`config.mk`:
```
export PLATFORM = sky130hd
export DESIGN_NAME = gns_out_stage
export DESIGN_NICKNAME = d
export VERILOG_FILES = /design/src/sv/gns_pkg.sv /design/src/sv/gns_out_stage.sv
export SDC_FILE = /design/constraint.sdc
export NUM_CORES = 1
export LEC_CHECK = 0
export BUFFER_PORTS_ARGS = -buffer_cell sky130_fd_sc_hd__buf_4
export CAP_MARGIN = 20
export CORE_ASPECT_RATIO = 2
export CORE_MARGIN = 8
export CORE_UTILIZATION = 40
export DETAILED_ROUTE_END_ITERATION = 8
export PLACE_DENSITY = 0.76
export SLEW_MARGIN = 15
export SYNTH_ARGS = -nofsm -noshare
export SYNTH_HDL_FRONTEND = slang
export SYNTH_SLANG_ARGS = --single-unit
```
`constraint.sdc`:
```
create_clock -name clk -period 4.2 [get_ports clk]
set_input_delay 0.84 -clock clk [delete_from_list [all_inputs] [get_ports clk]]
set_output_delay 0.84 -clock clk [all_outputs]
set_load 0.05 [all_outputs]
```
`src/sv/gns_pkg.sv`:
```
// Shared types and constants for the grid negative spread step block.
// No dependencies; every other file in sv/ imports this package.
package gns_pkg;

  // Configuration port
  localparam int CFG_BITS       = 11;
  localparam int CFG_INDEX_BITS = 2;
  localparam logic [CFG_INDEX_BITS-1:0] CFG_GRID_WIDTH  = 2'd0;
  localparam logic [CFG_INDEX_BITS-1:0] CFG_GRID_HEIGHT = 2'd1;

  // Width of the row and column indexes on the result channel
  localparam int OUT_IDX_BITS = 10;

  // Result slots per item, in emission order
  localparam int NUM_SLOTS = 4;
  localparam int SLOT_BITS = 2;
  localparam logic [SLOT_BITS-1:0] SLOT_UP_LEFT = 2'd0;  // (r-1, c-1)
  localparam logic [SLOT_BITS-1:0] SLOT_UP      = 2'd1;  // (r-1, c)
  localparam logic [SLOT_BITS-1:0] SLOT_LEFT    = 2'd2;  // (r, c-1)
  localparam logic [SLOT_BITS-1:0] SLOT_HERE    = 2'd3;  // (r, c)

  // Where the current cell sits in the grid
  typedef struct packed {
    logic row_ge1;
    logic row_ge2;
    logic col_ge1;
    logic col_ge2;
    logic last_col;
    logic last_row;
  } pos_t;

endpackage

```
`src/sv/gns_out_stage.sv`:
```
// Result register: holds the results of one item and hands them out one
// per cycle in slot order while result_stall is low. Uses gns_pkg.
module gns_out_stage #(
  parameter int CELL_BITS = 16,
  parameter int ROW_BITS  = 10,
  parameter int COL_BITS  = 10
) (
  input  logic                                 clk,
  input  logic                                 rst,
  input  logic                                 load,
  input  logic [gns_pkg::NUM_SLOTS-1:0]        load_mask,
  input  logic [gns_pkg::NUM_SLOTS-1:0][CELL_BITS-1:0] load_values,
  input  logic [ROW_BITS-1:0]                  load_row,
  input  logic [COL_BITS-1:0]                  load_col,
  input  logic                                 result_stall,
  output logic                                 result_valid,
  output logic [gns_pkg::OUT_IDX_BITS-1:0]     out_row,
  output logic [gns_pkg::OUT_IDX_BITS-1:0]     out_col,
  output logic signed [CELL_BITS-1:0]          out_value,
  output logic                                 last_in_run,
  output logic                                 grid_done,
  output logic                                 free
);
  import gns_pkg::*;

  logic [NUM_SLOTS-1:0]                mask;
  logic [NUM_SLOTS-1:0][CELL_BITS-1:0] values;
  logic [ROW_BITS-1:0]                 row;
  logic [COL_BITS-1:0]                 col;

  logic [SLOT_BITS-1:0] sel;
  logic [NUM_SLOTS-1:0] rest;
  logic [ROW_BITS-1:0]  row_sel;
  logic [COL_BITS-1:0]  col_sel;
  logic                 take;

  always_comb begin
    priority if (mask[SLOT_UP_LEFT]) sel = SLOT_UP_LEFT;
    else if (mask[SLOT_UP])          sel = SLOT_UP;
    else if (mask[SLOT_LEFT])        sel = SLOT_LEFT;
    else                             sel = SLOT_HERE;

    rest      = mask;
    rest[sel] = 1'b0;

    row_sel = ((sel == SLOT_UP_LEFT) || (sel == SLOT_UP)) ? row - 1'b1 : row;
    col_sel = ((sel == SLOT_UP_LEFT) || (sel == SLOT_LEFT)) ? col - 1'b1 : col;

    result_valid = |mask;
    take         = result_valid && !result_stall;
    last_in_run  = (rest == '0);
    grid_done    = (sel == SLOT_HERE);
    out_row      = OUT_IDX_BITS'(row_sel);
    out_col      = OUT_IDX_BITS'(col_sel);
    out_value    = values[sel];
    free         = !result_valid || (take && last_in_run);
  end

  always_ff @(posedge clk) begin
    if (rst) begin
      mask <= '0;
    end else if (load) begin
      mask <= load_mask;
    end else if (take) begin
      mask <= rest;
    end
  end

  always_ff @(posedge clk) begin
    if (load) begin
      values <= load_values;
      row    <= load_row;
      col    <= load_col;
    end
  end

endmodule

```
==> flow_metrics.env <==
export IMPL_status="complete, no violations"
export IMPL_cp_arrival_ps=2540
export IMPL_fin_cells=482
export IMPL_post_synth_cell_area_avg_sq_um=15.1
export IMPL_ys_seq_elements=88
export IMPL_syn_inst=242
export IMPL_synthArstFlopShare_pct=0
export IMPL_n_antenna_cell=0
export IMPL_routed_via_density=4.97
export IMPL_pre_cts_ws_ps=1120
export IMPL_routed_wl_mm=8.45
export IMPL_maxSlewViolCount=0
export IMPL_setup_viol=0
export IMPL_period_share_pct=80.5
export IMPL_synth_top_cell_area_share_pct=69.2
export IMPL_h_tree_depth=3
export IMPL_tritoncts="done"
export IMPL_place_congestion=0.802
export IMPL_grt_pass1_wl_mm=12.9
export IMPL_post_cts_buffers=0
export IMPL_rows=49
export IMPL_synth_seq_area_share_pct=71.4
export IMPL_peakVddDrop_mv=0.384
export IMPL_synth_area_leader_cell="edfxtp_1"
export IMPL_maxCapViolCount=0
export IMPL_drive_above_1_share_pct=42.4
export IMPL_grt_pass1_vias=2607
export IMPL_clock_sinks=88
export IMPL_synthTopCellsByArea="edfxtp_1 (69%), mux2i_1 (4.7%), xor2_1 (2.6%), a211oi_1 (2.5%), nor2b_1 (2.4%)"
export IMPL_path_clk_slew_ps=60
export IMPL_cts_resized=0
export IMPL_pin_count=132
export IMPL_clock_latency_ps=330
export IMPL_grtUsageTotal_pct=13.3
export IMPL_final_hold_viol_count=0
export IMPL_fillers=714
export IMPL_final_util_pct=57.0
export IMPL_port_buffers=131
export IMPL_synthTopCellsByCount="edfxtp_1 (84), a21oi_1 (17), mux2i_1 (17)"
export IMPL_rr_startpoint="mask[0]"
export IMPL_post_synth_top_count_cell="edfxtp_1"
export IMPL_r2r_end="mask[2]"
export IMPL_critPathKind="reg -> out"
export IMPL_rsz0062_at_grt="false"
export IMPL_cp_num_buf_inv=1
export IMPL_p_leak_nw=2.05
export IMPL_dieArea_sq_um=12600
export IMPL_finalClockSkew_ps=0.552
export IMPL_numCtsBuffers=9
export IMPL_fmax_mhz=296
export IMPL_hold_depth=2
export IMPL_die_w_um=83.5
export IMPL_syn_nets=336
export IMPL_min_to="mask[3]"
export IMPL_initial_core_util_pct=40.7
export IMPL_antenna_found_initial=0
export IMPL_vias=2397
export IMPL_dieHeight_um=151
export IMPL_rr_worst_depth=4
export IMPL_grt_max_degree=71
export IMPL_hold_class="reg -> reg"
export IMPL_required_ps=3360
export IMPL_power_mw=2.49
export IMPL_critPathCaptureType="primary output"
export IMPL_critPathLaunchType="flop"
export IMPL_critPathMaxFanout=33
export IMPL_cpMaxStageDelayCell="dfxtp_1"
export IMPL_cts_buffer_depth=2
export IMPL_fin_ws_ps=820
export IMPL_max_slew_margin_rel_pct=44.0
export IMPL_crit_chain="or2_2 > nand3b_1 > nor2_1 > xor2_1 > buf_4"
export IMPL_finalSetupTns_ps=0
export IMPL_drtIter0Drc=135
export IMPL_power_density_nw_per_um2=489
export IMPL_dpl_hpwl_mm=6.47
export IMPL_synth_edf_count=84
export IMPL_core_area_sq_um=8950
export IMPL_synth_cell_types=33
export IMPL_rrSetupSlack_ps=2400
export IMPL_hp_start="mask[3]"
export IMPL_worst_pin_slew_ps=840
export IMPL_drtPass1Iterations=4
export IMPL_synth_area_sq_um=3650
export IMPL_cts_hold_buf=0
export IMPL_critPathMaxStageDelay_ps=740
export IMPL_placed_cells=466
export IMPL_crit_family="simple AND/OR/NAND/NOR gates"
export IMPL_drc=0
export IMPL_wl_per_cell_um=17.5
export IMPL_nets=469
export IMPL_overflow=0
export IMPL_layout_min_cycle_time_ps=3380
export IMPL_cp_depth=5
export IMPL_ant_nets=0
export IMPL_synthFlopType="edfxtp_1"
export IMPL_yosys_warnings=0
export IMPL_synthToLayoutAreaGrowth_pct=40.0
export IMPL_cts_root_buf="clkbuf_16"
-- through the flow --
stage	hold WS (ps)	area, sq um
after floorplan	496	3650
after global placement	524	4720
after detailed placement	540	4720
after CTS	547	5100
after global routing	593	5100
final	546	5100
-- placed cells by master (no fill, tap or decap), drive strengths merged, types with 2 or more instances in the layout --
| cell type | instances |
|---|---|
| mux2 | 4 |
| dfxtp | 4 |
| edfxtp | 84 |
| nor2 | 14 |
| maj3 | 2 |
| a211oi | 12 |
| ha | 2 |
| buf | 134 |
| o21ai | 8 |
| nor3 | 6 |
| xnor2 | 5 |
| mux2i | 17 |
| nand2 | 10 |
| a21oi | 17 |
| xor2 | 11 |
| nor2b | 14 |
| clkbuf | 10 |
| or3 | 6 |
| bufinv | 5 |
| inv | 5 |
-- registers in the layout, indices dropped and copies added (netlist names) --
signal  cells
values     64
row        10
col        10
mask        4
-- how the worst max path moves through the flow --
stage,startpoint,end
CTS,mask[0],out_row[6]
detailed placement,mask[0],out_row[6]
floorplan,result_stall,free
finish,mask[0],out_row[6]
global route,mask[0],out_row[8]
global placement,mask[0],out_row[6]
-- per-layer routing --
metal	track usage (%)	routed length, um
met1	11.9	2820
met2	24.8	4770
met3	3.98	460
met4	9.30	393
met5	0	0
-- logic make-up after synthesis --
kind of cell,synth area share [%]
adder cells (fa/ha/maj),1.23
flip-flops,71.4
AO/OA/AOI/OAI,7.10
multiplexers,5.90
XOR/XNOR,3.84
buffers and inverters,2.16
AND/OR/NAND/NOR,8.40
-- area by class of cell --
class	instances	area (sq um)	area share, %
clock buffer	10	229	4.49
clock inverter	6	155	3.04
inverter	5	18.8	0.368
multi-input combinational	137	966	18.9
sequential	88	2600	51.0
tap	102	128	2.50
timing repair buffer	134	1010	19.7
-- worst min-delay path: stages, from the launching register on --
cell,delay (ps)
dfxtp_1,340
o311ai_0,90
a21oi_1,70
-- power by group --
group / total [mW] / internal [mW] / leakage, nW / switching [mW]
combinational: 0.419 / 0.156 / 1.01 / 0.263
sequential: 1.07 / 1.04 / 0.855 / 0.0294
clock: 1.01 / 0.700 / 0.187 / 0.308
Power figures use the tool's default switching activity.
