--- src/sv/gns_pkg.sv ---
// Shared types and constants for the grid negative spread step block.
// No dependencies; every other file in sv/ imports this package.
package gns_pkg;

  // Configuration port
  localparam int CFG_BITS       = 11;
  localparam int CFG_INDEX_BITS = 2;
  localparam logic [CFG_INDEX_BITS-1:0] CFG_GRID_WIDTH  = 2'd0;
  localparam logic [CFG_INDEX_BITS-1:0] CFG_GRID_HEIGHT = 2'd1;

  // Width of the row and column indexes on the result channel
  localparam int OUT_IDX_BITS = 10;

  // Result slots per item, in emission order
  localparam int NUM_SLOTS = 4;
  localparam int SLOT_BITS = 2;
  localparam logic [SLOT_BITS-1:0] SLOT_UP_LEFT = 2'd0;  // (r-1, c-1)
  localparam logic [SLOT_BITS-1:0] SLOT_UP      = 2'd1;  // (r-1, c)
  localparam logic [SLOT_BITS-1:0] SLOT_LEFT    = 2'd2;  // (r, c-1)
  localparam logic [SLOT_BITS-1:0] SLOT_HERE    = 2'd3;  // (r, c)

  // Where the current cell sits in the grid
  typedef struct packed {
    logic row_ge1;
    logic row_ge2;
    logic col_ge1;
    logic col_ge2;
    logic last_col;
    logic last_row;
  } pos_t;

endpackage

--- src/sv/gns_window.sv ---
// 3x3 neighborhood test and value selection for the up-to-four cells that
// one item completes. Keeps the two previous columns. Uses gns_pkg.
module gns_window #(
  parameter int CELL_BITS = 16
) (
  input  logic                                 clk,
  input  logic                                 advance,
  input  logic [CELL_BITS-1:0]                 cell_data,
  input  logic [CELL_BITS-1:0]                 up_value,
  input  logic                                 up2_mark,
  input  gns_pkg::pos_t                        pos,
  output logic [gns_pkg::NUM_SLOTS-1:0]        mask,
  output logic [gns_pkg::NUM_SLOTS-1:0][CELL_BITS-1:0] values
);
  import gns_pkg::*;

  // Column history, same row, previous items
  logic                 tall_p1, tall_p2;   // three-row column ORs
  logic                 short_p1, short_p2; // two-row column ORs
  logic [CELL_BITS-1:0] up_p1;
  logic [CELL_BITS-1:0] cur_p1;

  logic tall_c, short_c;
  logic nb_up_left, nb_up, nb_left, nb_here;

  function automatic logic [CELL_BITS-1:0] spread(input logic [CELL_BITS-1:0] v,
                                                  input logic nb);
    logic positive;
    positive = !v[CELL_BITS-1] && (|v);
    return (positive && nb) ? (~v + 1'b1) : v;
  endfunction

  always_comb begin
    short_c = cell_data[CELL_BITS-1] | (pos.row_ge1 & up_value[CELL_BITS-1]);
    tall_c  = short_c | (pos.row_ge2 & up2_mark);

    nb_up_left = tall_c  | tall_p1  | (pos.col_ge2 & tall_p2);
    nb_up      = tall_c  | (pos.col_ge1 & tall_p1);
    nb_left    = short_c | short_p1 | (pos.col_ge2 & short_p2);
    nb_here    = short_c | (pos.col_ge1 & short_p1);

    mask[SLOT_UP_LEFT] = pos.row_ge1  & pos.col_ge1;
    mask[SLOT_UP]      = pos.row_ge1  & pos.last_col;
    mask[SLOT_LEFT]    = pos.last_row & pos.col_ge1;
    mask[SLOT_HERE]    = pos.last_row & pos.last_col;

    values[SLOT_UP_LEFT] = spread(up_p1, nb_up_left);
    values[SLOT_UP]      = spread(up_value, nb_up);
    values[SLOT_LEFT]    = spread(cur_p1, nb_left);
    values[SLOT_HERE]    = spread(cell_data, nb_here);
  end

  always_ff @(posedge clk) begin
    if (advance) begin
      tall_p2  <= tall_p1;
      tall_p1  <= tall_c;
      short_p2 <= short_p1;
      short_p1 <= short_c;
      up_p1    <= up_value;
      cur_p1   <= cell_data;
    end
  end

endmodule

--- config.mk ---
export PLATFORM = sky130hd
export DESIGN_NAME = gns_window
export DESIGN_NICKNAME = d
export VERILOG_FILES = /design/src/sv/gns_pkg.sv /design/src/sv/gns_window.sv
export SDC_FILE = /design/constraint.sdc
export NUM_CORES = 1
export LEC_CHECK = 0
export BUFFER_PORTS_ARGS = -buffer_cell sky130_fd_sc_hd__buf_4
export CORE_ASPECT_RATIO = 1.75
export CORE_UTILIZATION = 30
export CTS_CLUSTER_SIZE = 20
export DETAILED_ROUTE_END_ITERATION = 10
export HOLD_SLACK_MARGIN = 0.08
export PLACE_DENSITY_LB_ADDON = 0.25
export SLEW_MARGIN = 10
export SYNTH_ARGS = -nofsm -noshare
export SYNTH_HDL_FRONTEND = slang
export SYNTH_SLANG_ARGS = --single-unit
--- constraint.sdc ---
create_clock -name clk -period 2.5 [get_ports clk]
set_input_delay 0.125 -clock clk [delete_from_list [all_inputs] [get_ports clk]]
set_output_delay 0.125 -clock clk [all_outputs]
set_load 0.005 [all_outputs]
==> results of run 1 <==
## through the flow
stage | cells | worst slack, ps | util | hold slack (ps)
6_report | 534 | 148 | 0.481 | 185
5_1_grt | 534 | 36.3 | 0.481 | 193
4_1_cts | 533 | 14.9 | 0.478 | 165
3_5_place_dp | 493 | 295 | 0.421 | 336
3_3_place_gp | 493 | 310 | 0.421 | 333
2_1_floorplan | 266 | 688 | - | 224
## metal layers
metal	vias to the layer above	wire length (µm)	part of all wire
met3	15	367	0.048
li1	1295	-	-
met5	-	0	0
met1	1191	2560	0.34
met4	0	212	0.028
met2	92	4470	0.59
## sequential cells by signal, indices dropped and copies added (netlist names)
| signal | flops |
|---|---|
| short_p1 | 1 |
| tall_p1 | 1 |
| short_p2 | 1 |
| up_p1 | 16 |
| tall_p2 | 1 |
| cur_p1 | 16 |
## cells in the final DEF, fill, tap and decap left out, types with 3 or more instances in the layout
master         instances
edfxtp_1              36
nor4_1                13
nand3_1               16
and2_1                 4
a21oi_1                8
nor2_1                 8
nand2_1               25
or3_1                  4
o211ai_1               4
ha_1                   4
clkbuf_16              5
nand2b_1               5
xor2_1                 5
o221ai_2               4
o31ai_1                5
dlygate4sd3_1         32
inv_1                 12
buf_4                122
nand4_1                3
nor3_1                 8
o311ai_0               7
o21bai_1               3
or4_1                  3
xnor2_1               47
## kinds of logic after synthesis
logic type	count (synthesis)
and+or+nand+nor	102
xor gates and xnor gates	52
AOI/OAI and AO/OA	46
buffers and inverters	23
adders and majority gates	4
DFF	36
muxes	3
## cell usage after synthesis
cell type  instances  area share
o311ai_0           8       0.027
o21ai_2            1      0.0033
o221ai_2           4       0.023
and2_1             4      0.0095
xor2_1             5       0.017
inv_1             12       0.017
o41ai_1            2      0.0066
nor3b_1            3      0.0085
a221oi_1           1      0.0033
o21ai_0            2      0.0038
a21oi_1           10       0.019
nor4_1            14       0.033
buf_2              1      0.0019
nand3b_1           2      0.0057
or4_1              3      0.0085
clkbuf_1           4      0.0057
nor4b_1            1      0.0033
nand3_1           16       0.030
nand4_1            3      0.0071
nor2_1             8       0.011
o21bai_1           3      0.0085
nand2b_1           5       0.012
or2_2              2      0.0047
mux2_2             2      0.0085
mux2_1             1      0.0043
edfxtp_1          36        0.41
buf_6              1      0.0043
o211ai_1           4       0.011
nor2b_1            2      0.0047
o211ai_2           2      0.0095
buf_1              1      0.0014
nor3_1             8       0.015
a31o_2             1      0.0033
ha_1               4       0.019
or3_1              4      0.0095
xnor2_1           47        0.16
o31ai_1            5       0.014
nand2_1           26       0.037
buf_4              4       0.011
a21o_1             2      0.0057
o2111ai_1          1      0.0033
nand4b_1           1      0.0033
## area by class of cell
cell class,count,share of cell area
well taps,117,0.0353
inverters,12,0.0109
clock buffers,5,0.0302
multi-input cells,207,0.355
clock inverters,3,0.0103
flip-flops and latches,36,0.261
repair buffers,154,0.298
## path summary, 6_finish.rpt
check                startpoint          to  slack (ps)
setup / recovery    up_value[0]  values[17]         150
hold / removal    cell_data[15]    short_p1         190
setup reg to reg       short_p1    short_p2        1830
hold reg to reg         tall_p1     tall_p2         490
## power breakdown
group          internal, mW  total (mW)  switching, mW  leakage [nW]
Combinational         0.384       0.655          0.270          1.17
Sequential            0.722       0.767         0.0458         0.353
Clock                 0.468       0.712          0.244        0.0798
## timing repair
action,4_1_cts,5_1_grt
setup buffers,0,1
gates resized for setup,0,6
endpoints found under the hold margin,32,0
hold buffers,32,0
endpoints found under the setup margin,0,16
## critical path, delay by kind of cell
family | cells | cell delay [ps]
adders and majority gates | 1 | 170
buffers and inverters | 5 | 1080
muxes | 1 | 350
and+or+nand+nor | 3 | 500
==> key figures, run 1 <==
Outcome
  • Status: completed

Synthesis
  • Synth Area in XOR/XNOR: 0.172
  • Seq/Total Area, Yosys: 0.409
  • Distinct cells, synth: 42
  • Post-Synth Simple-Gate Area: 0.204
  • Synth Register Bits: 36
  • Syn Std Cell Area: 2640 µm²
  • Syn avg cell area: 9.93 µm²
  • Multiplexer share of the synthesized area: 0.0128
  • Compound-gate portion of the synthesized area: 0.141
  • Largest family of logic cells by synthesized area: simple AND/OR/NAND/NOR gates
  • Post-Syn Instances: 266
  • Synth warnings: 0
  • Post-Syn Nets: 311
  • Post-synthesis adder-cell area fraction: 0.0189

Worst setup path
  • Crit-path cells: dlygate4sd3_1 > buf_4 > inv_1 > ha_1 > nor4b_1 > buf_4 > nand4_1 > nand2_1 > mux2_2 > buf_4
  • Crit Path Category: primary input to primary output
  • Crit path launch type: primary input
  • Required @ worst endpoint: 2380 ps
  • CP most frequent cell: buf_4
  • Worst path slowest cell: dlygate4sd3_1
  • Data arrival time of the worst path: 2230 ps
  • Crit. End Element: primary output
  • Max FO, Critical Path: 5
  • Register-to-Register Path Depth: 0
  • Critical path's largest stage delay: 540 ps

Routing
  • Drt total wl: 7610 µm
  • WL per Instance: 14.2 µm
  • Vias: 2593
  • # DRC: 0
  • 1st-iter DRT viols: 114
  • Remaining antenna violation count after routing: 0
  • Pre-antenna DRT Iters: 6
  • Vias/cell: 4.86

Clocking
  • CTS tree: done
  • CTS Buffer Depth: 2
  • Worst skew pair latency: 280 ps
  • Root Driver: clkbuf_16
  • CTS buffer count: 5
  • Clk slew on worst S/H paths: 50 ps
  • Clk sink count: 36
  • # H-tree levels: 2

Layout
  • Design Area, Final: 4150 µm²
  • Multi-input gate area: 1470 µm²
  • Proportion of layout cells with a drive suffix above 1: 0.353
  • Area growth, synth to finish: 57.0%
  • Nets: 461
  • Filler cell count in the final layout: 833
  • Storage cell area: 1080 µm²
  • Ant diodes: 0

Floorplan
  • IO Pins: 109
  • Die width: 72.9 µm
  • Initial Util: 0.307
  • Die height: 126 µm
  • Die ar.: 9200 µm²
  • Total core area: 8610 µm²
  • Num rows: 45

STA
  • Crit share post-route: 0.941
  • Final Hold Viols: 0
  • Final min period: 2350 ps
  • Fin Setup TNS: 0 ps
  • RSZ-0062 raised after global routing: false
  • Worst-Margin Slew: 634 ps
  • Max-slew violation count: 0
  • Fmax: 425 MHz
  • Setup Skew: 2.16 ps
  • Max-Slew Margin vs Limit: 0.574
  • Final setup fails: 0

Global route
  • GR peak layer: met2
  • Initial antenna violation count: 0
  • Routing usage on met1: 0.140
  • Grt met2 use: 0.355
  • First-pass GRT wire length: 11900 µm
  • Total GRT Usage: 0.170
  • Pin count of the biggest net entering global routing: 37
  • Global route overflow: 0
  • Vias in the first global route: 2649
  • Met3 GRT Util: 0.0328

Power and ir drop
  • Worst vdd ir: 282 µV
  • Power Density: 515 nW/µm²
  • Total chip power: 2.13 mW
  • Pleak: 1.60 nW

Place
  • Final HPWL DP: 5920 µm
  • Placer Congestion: 0.741
  • Port Buf Inserts: 108
  • Cell area after placement: 3630 µm²

Hold path
  • Worst min path class: primary input to register
  • Hold Crit Depth: 3

Flow run
  • Max Cap Viol: 0
No activity file was read; power rests on OpenSTA's default activity.
==> inputs of run 2 (changes only) <==
- BUFFER_PORTS_ARGS: -buffer_cell sky130_fd_sc_hd__buf_4 -> not set
- DONT_BUFFER_PORTS: not set -> 1
==> run 2 against run 1 <==
Against the previous run: cell count shrank 21%; clock power shrank 18%; combinational power fell by 44%; setup slack improved by 120 ps; critical path depth fell by 4; sequential cell count is the same; sequential power about the same; register-to-register slack hardly changed; clock skew down 0.60 ps; largest power group unchanged.
==> key figures, run 2 (same netlist as run 1, synthesis figures left out) <==
Layout
  • Finished Core Util: 0.383
  • Ant diodes: 0
  • Proportion of layout cells with a drive suffix above 1: 0.104
  • Commonest non-fill, non-tap cell in the layout: xnor2_1
  • Filler cell count in the final layout: 901
  • Commonest non-fill, non-tap cells in the layout: xnor2_1 (47), edfxtp_1 (36), dlygate4sd3_1 (33)
  • Top flop regs: cur_p1: 16 flops, up_p1: 16 flops
  • Design Area, Final: 3300 µm²
  • Area growth, synth to finish: 24.8%
  • Nets: 352

Hold path
  • Startpoint of the worst hold path: up2_mark
  • Worst min path class: primary input to register

Clocking
  • CTS Buffer Depth: 2
  • Worst skew pair latency: 280 ps
  • CTS tree: done
  • CTS buffer count: 5
  • Post-CTS setup buffers: 0
  • # H-tree levels: 2
  • Clk slew on worst S/H paths: 50 ps
  • Root Driver: clkbuf_16
  • Clk sink count: 36

Floorplan
  • IO Pins: 109
  • Initial Util: 0.307
  • Die ar.: 9200 µm²
  • Die height: 126 µm
  • Total core area: 8610 µm²
  • Die width: 72.9 µm
  • Num rows: 45

Global route
  • Global route overflow: 0
  • First-pass GRT wire length: 10700 µm
  • Pin count of the biggest net entering global routing: 37
  • Total GRT Usage: 0.154
  • Vias in the first global route: 2277
  • Initial antenna violation count: 0

Routing
  • Remaining antenna violation count after routing: 0
  • Vias/cell: 5.26
  • 1st-iter DRT viols: 40
  • WL per Instance: 16.3 µm
  • Pre-antenna DRT Iters: 6
  • # DRC: 0
  • Drt total wl: 6930 µm
  • Vias: 2232

STA
  • Final Hold Viols: 0
  • Worst-Margin Slew: 821 ps
  • Setup Skew: 1.55 ps
  • Fmax: 448 MHz
  • Final setup fails: 0
  • Crit share post-route: 0.894
  • Max-Slew Margin vs Limit: 0.447
  • Fin Setup TNS: 0 ps
  • Max-slew violation count: 0
  • RSZ-0062 raised after global routing: false
  • Final worst slack: 265 ps
  • Final min period: 2230 ps

Worst setup path
  • Data arrival time of the worst path: 2110 ps
  • Crit Path Category: register to primary output
  • CP startpoint: up_p1[0]
  • RR Startpoint: short_p1
  • Crit path launch type: register
  • Crit. End Element: primary output
  • Max FO, Critical Path: 4
  • Required @ worst endpoint: 2380 ps

Power and ir drop
  • Worst vdd ir: 284 µV
  • Power Density: 523 nW/µm²
  • Pleak: 1.06 nW

Place
  • Placer Congestion: 0.740
  • Port Buf Inserts: 0
  • Final HPWL DP: 5420 µm
  • DP Worst Slack: 548 ps
  • Cell area after placement: 2810 µm²

Flow run
  • Max Cap Viol: 0

Outcome
  • Status: completed
-- run 2: path summary, 6_finish.rpt --
kind / end / slack, ps / cells past startpoint
worst max-delay path: values[10] / 270 / 6
worst min-delay path: tall_p1 / 120 / 2
worst max register to register: short_p2 / 1820 / 0
worst min register to register: tall_p2 / 480 / 0
-- run 2: through the flow --
| stage | hold slack (ps) | power, mW | instances |
|---|---|---|---|
| floorplan | 224 | 1.03 | 266 |
| global placement | 224 | 1.09 | 383 |
| detailed placement | 224 | 1.10 | 383 |
| CTS | 110 | 1.75 | 424 |
| global route | 149 | 1.81 | 424 |
| finish | 121 | 1.72 | 424 |
-- run 2: critical path, cell delays in order, from the launching register on --
cell and delay, ps:
edfxtp_1 440, inv_1 90, ha_1 180, nor3b_1 320, nand2_1 190, o311ai_0 420
xnor2_1 190
-- run 2: per-layer routing --
| layer | up-vias | wire length (µm) | GRT usage |
|---|---|---|---|
| met5 | - | 0 | 0 |
| met4 | 0 | 131 | 0.0588 |
| met3 | 7 | 505 | 0.0464 |
| met2 | 93 | 4040 | 0.321 |
| met1 | 1051 | 2250 | 0.123 |
| li1 | 1081 | - | - |
-- run 2: final cells by class --
cell class                 instances  area, µm²  share of cell area
multi-input combinational        207       1450               0.441
sequential                        36       1080               0.328
timing repair buffer              45        433               0.131
tap                              117        146              0.0444
clock buffer                       5        125              0.0380
inverter                          12       45.0              0.0137
clock inverter                     2       12.5             0.00380
-- run 2: power by group --
group / switching [mW] / leakage, nW / internal [mW] / total [mW]
combinational: 0.186 / 0.647 / 0.182 / 0.367
clock: 0.226 / 0.0657 / 0.361 / 0.587
sequential: 0.0469 / 0.353 / 0.722 / 0.768
total: 0.459 / 1.06 / 1.26 / 1.72
-- run 2: repair_timing --
action                     CTS  global route
hold endpoints to repair    70             0
setup endpoints to repair    0             4
hold buffers                34             0
gates resized for setup      0             1
==> inputs of run 3 (changes only) <==
- GPL_TIMING_DRIVEN: not set -> 0
- PLACE_DENSITY: not set -> 0.53
- PLACE_DENSITY_LB_ADDON: 0.25 -> not set
==> run 3 against run 2 <==
Against the previous run: register-to-register slack about the same; via count up 0.63%; wire length up 2.2%; setup slack worse by 170 ps; total power about the same; combinational power about the same; highest routed layer unchanged.
==> key figures, run 3 (same netlist as run 1, synthesis figures left out) <==
Worst setup path
  • FF-to-FF setup slack: 1830 ps
  • Data arrival time of the worst path: 2280 ps
  • Crit Path Category: register to primary output
  • Crit. End Element: primary output
  • Crit path launch type: register
  • Max FO, Critical Path: 4
  • Required @ worst endpoint: 2380 ps

STA
  • Worst-Margin Slew: 1070 ps
  • Final min period: 2410 ps
  • Max-Slew Margin vs Limit: 0.283
  • RSZ-0062 raised after global routing: false
  • Crit share post-route: 0.963
  • Final Hold Viols: 0
  • Setup Skew: 0.454 ps
  • Final setup fails: 0
  • Max-slew violation count: 0
  • Fmax: 416 MHz
  • Fin Setup TNS: 0 ps

Global route
  • Vias in the first global route: 2277
  • Initial antenna violation count: 0
  • First-pass GRT wire length: 10900 µm
  • Global route overflow: 0
  • Pin count of the biggest net entering global routing: 37
  • Total GRT Usage: 0.159

Layout
  • Ant diodes: 0
  • Proportion of layout cells with a drive suffix above 1: 0.0971
  • Commonest non-fill, non-tap cell in the layout: xnor2_1
  • Nets: 354
  • Area growth, synth to finish: 25.0%
  • Commonest non-fill, non-tap cells in the layout: xnor2_1 (47), edfxtp_1 (36), dlygate4sd3_1 (33)
  • Top flop regs: cur_p1: 16 flops, up_p1: 16 flops

Floorplan
  • Die width: 72.9 µm
  • Die ar.: 9200 µm²
  • IO Pins: 109
  • Initial Util: 0.307
  • Die height: 126 µm
  • Num rows: 45
  • Total core area: 8610 µm²

Power and ir drop
  • Total chip power: 1.72 mW
  • Pleak: 1.05 nW
  • Power Density: 521 nW/µm²
  • Worst vdd ir: 312 µV

Routing
  • # DRC: 0
  • Remaining antenna violation count after routing: 0
  • 1st-iter DRT viols: 48
  • Pre-antenna DRT Iters: 4
  • Vias/cell: 5.27
  • WL per Instance: 16.6 µm
  • Vias: 2246
  • Drt total wl: 7080 µm

Clocking
  • Clk sink count: 36
  • Worst skew pair latency: 280 ps
  • CTS Buffer Depth: 2
  • CTS buffer count: 5
  • Clk slew on worst S/H paths: 50 ps
  • # H-tree levels: 2
  • CTS tree: done
  • Root Driver: clkbuf_16

Place
  • Final HPWL DP: 5590 µm
  • Port Buf Inserts: 0
  • Placer Congestion: 0.756

Flow run
  • Max Cap Viol: 0

Outcome
  • Status: completed

Hold path
  • Worst min path class: primary input to register
-- run 3: critical path: stages, from the launching register on --
cell and delay [ps]:
edfxtp_1 430, inv_1 80, ha_1 180, nor3b_1 430, nand4_1 290, nand2_1 230, mux2_2 370
-- run 3: worst paths after layout --
path                 start   endpoint  depth (start not counted)
setup / recovery  up_p1[0]  values[1]                          6
hold / removal    up2_mark    tall_p1                          2
setup reg to reg   tall_p1    tall_p2                          0
hold reg to reg   short_p1   short_p2                          0
-- run 3: report_power, final --
part / switching, mW / internal (mW) / leakage [nW]
Combinational: 0.189 / 0.179 / 0.636
Clock: 0.223 / 0.361 / 0.0657
Sequential: 0.0479 / 0.722 / 0.353
Total: 0.460 / 1.26 / 1.05
-- run 3: layout make-up --
cell class	instances	area, µm²
Fill cell	894	5310
Multi-Input combinational cell	207	1460
Sequential cell	36	1080
Timing Repair Buffer	36	365
Tap cell	117	146
Clock buffer	5	125
Buffer	11	65.1
Inverter	12	45.0
Clock inverter	2	12.5
-- run 3: per-stage QoR --
step | area [µm²] | cells | util | hold slack [ps] | setup WS, ps
finish | 3300 | 426 | 0.383 | 122 | 93.7
global route | 3300 | 426 | 0.383 | 140 | 12.8
CTS | 3300 | 426 | 0.383 | 113 | 15.2
detailed placement | 2790 | 383 | 0.324 | 224 | 128
global placement | 2790 | 383 | 0.324 | 224 | 183
floorplan | 2640 | 266 | - | 224 | 688
-- run 3: layer usage --
layer,up-vias,global-route usage,share of wire
met5,-,0,0
met4,0,0.0611,0.019
met3,11,0.0376,0.050
met2,88,0.335,0.60
met1,1068,0.130,0.34
li1,1079,-,-
-- run 3: timing repair --
| action | CTS | global route |
|---|---|---|
| hold buffers | 34 | 0 |
| hold endpoints to repair | 70 | 0 |
| pin swaps | 1 | 0 |
| gates resized for setup | 1 | 1 |
| setup endpoints to repair | 9 | 7 |
| buffers inserted | 2 | 0 |
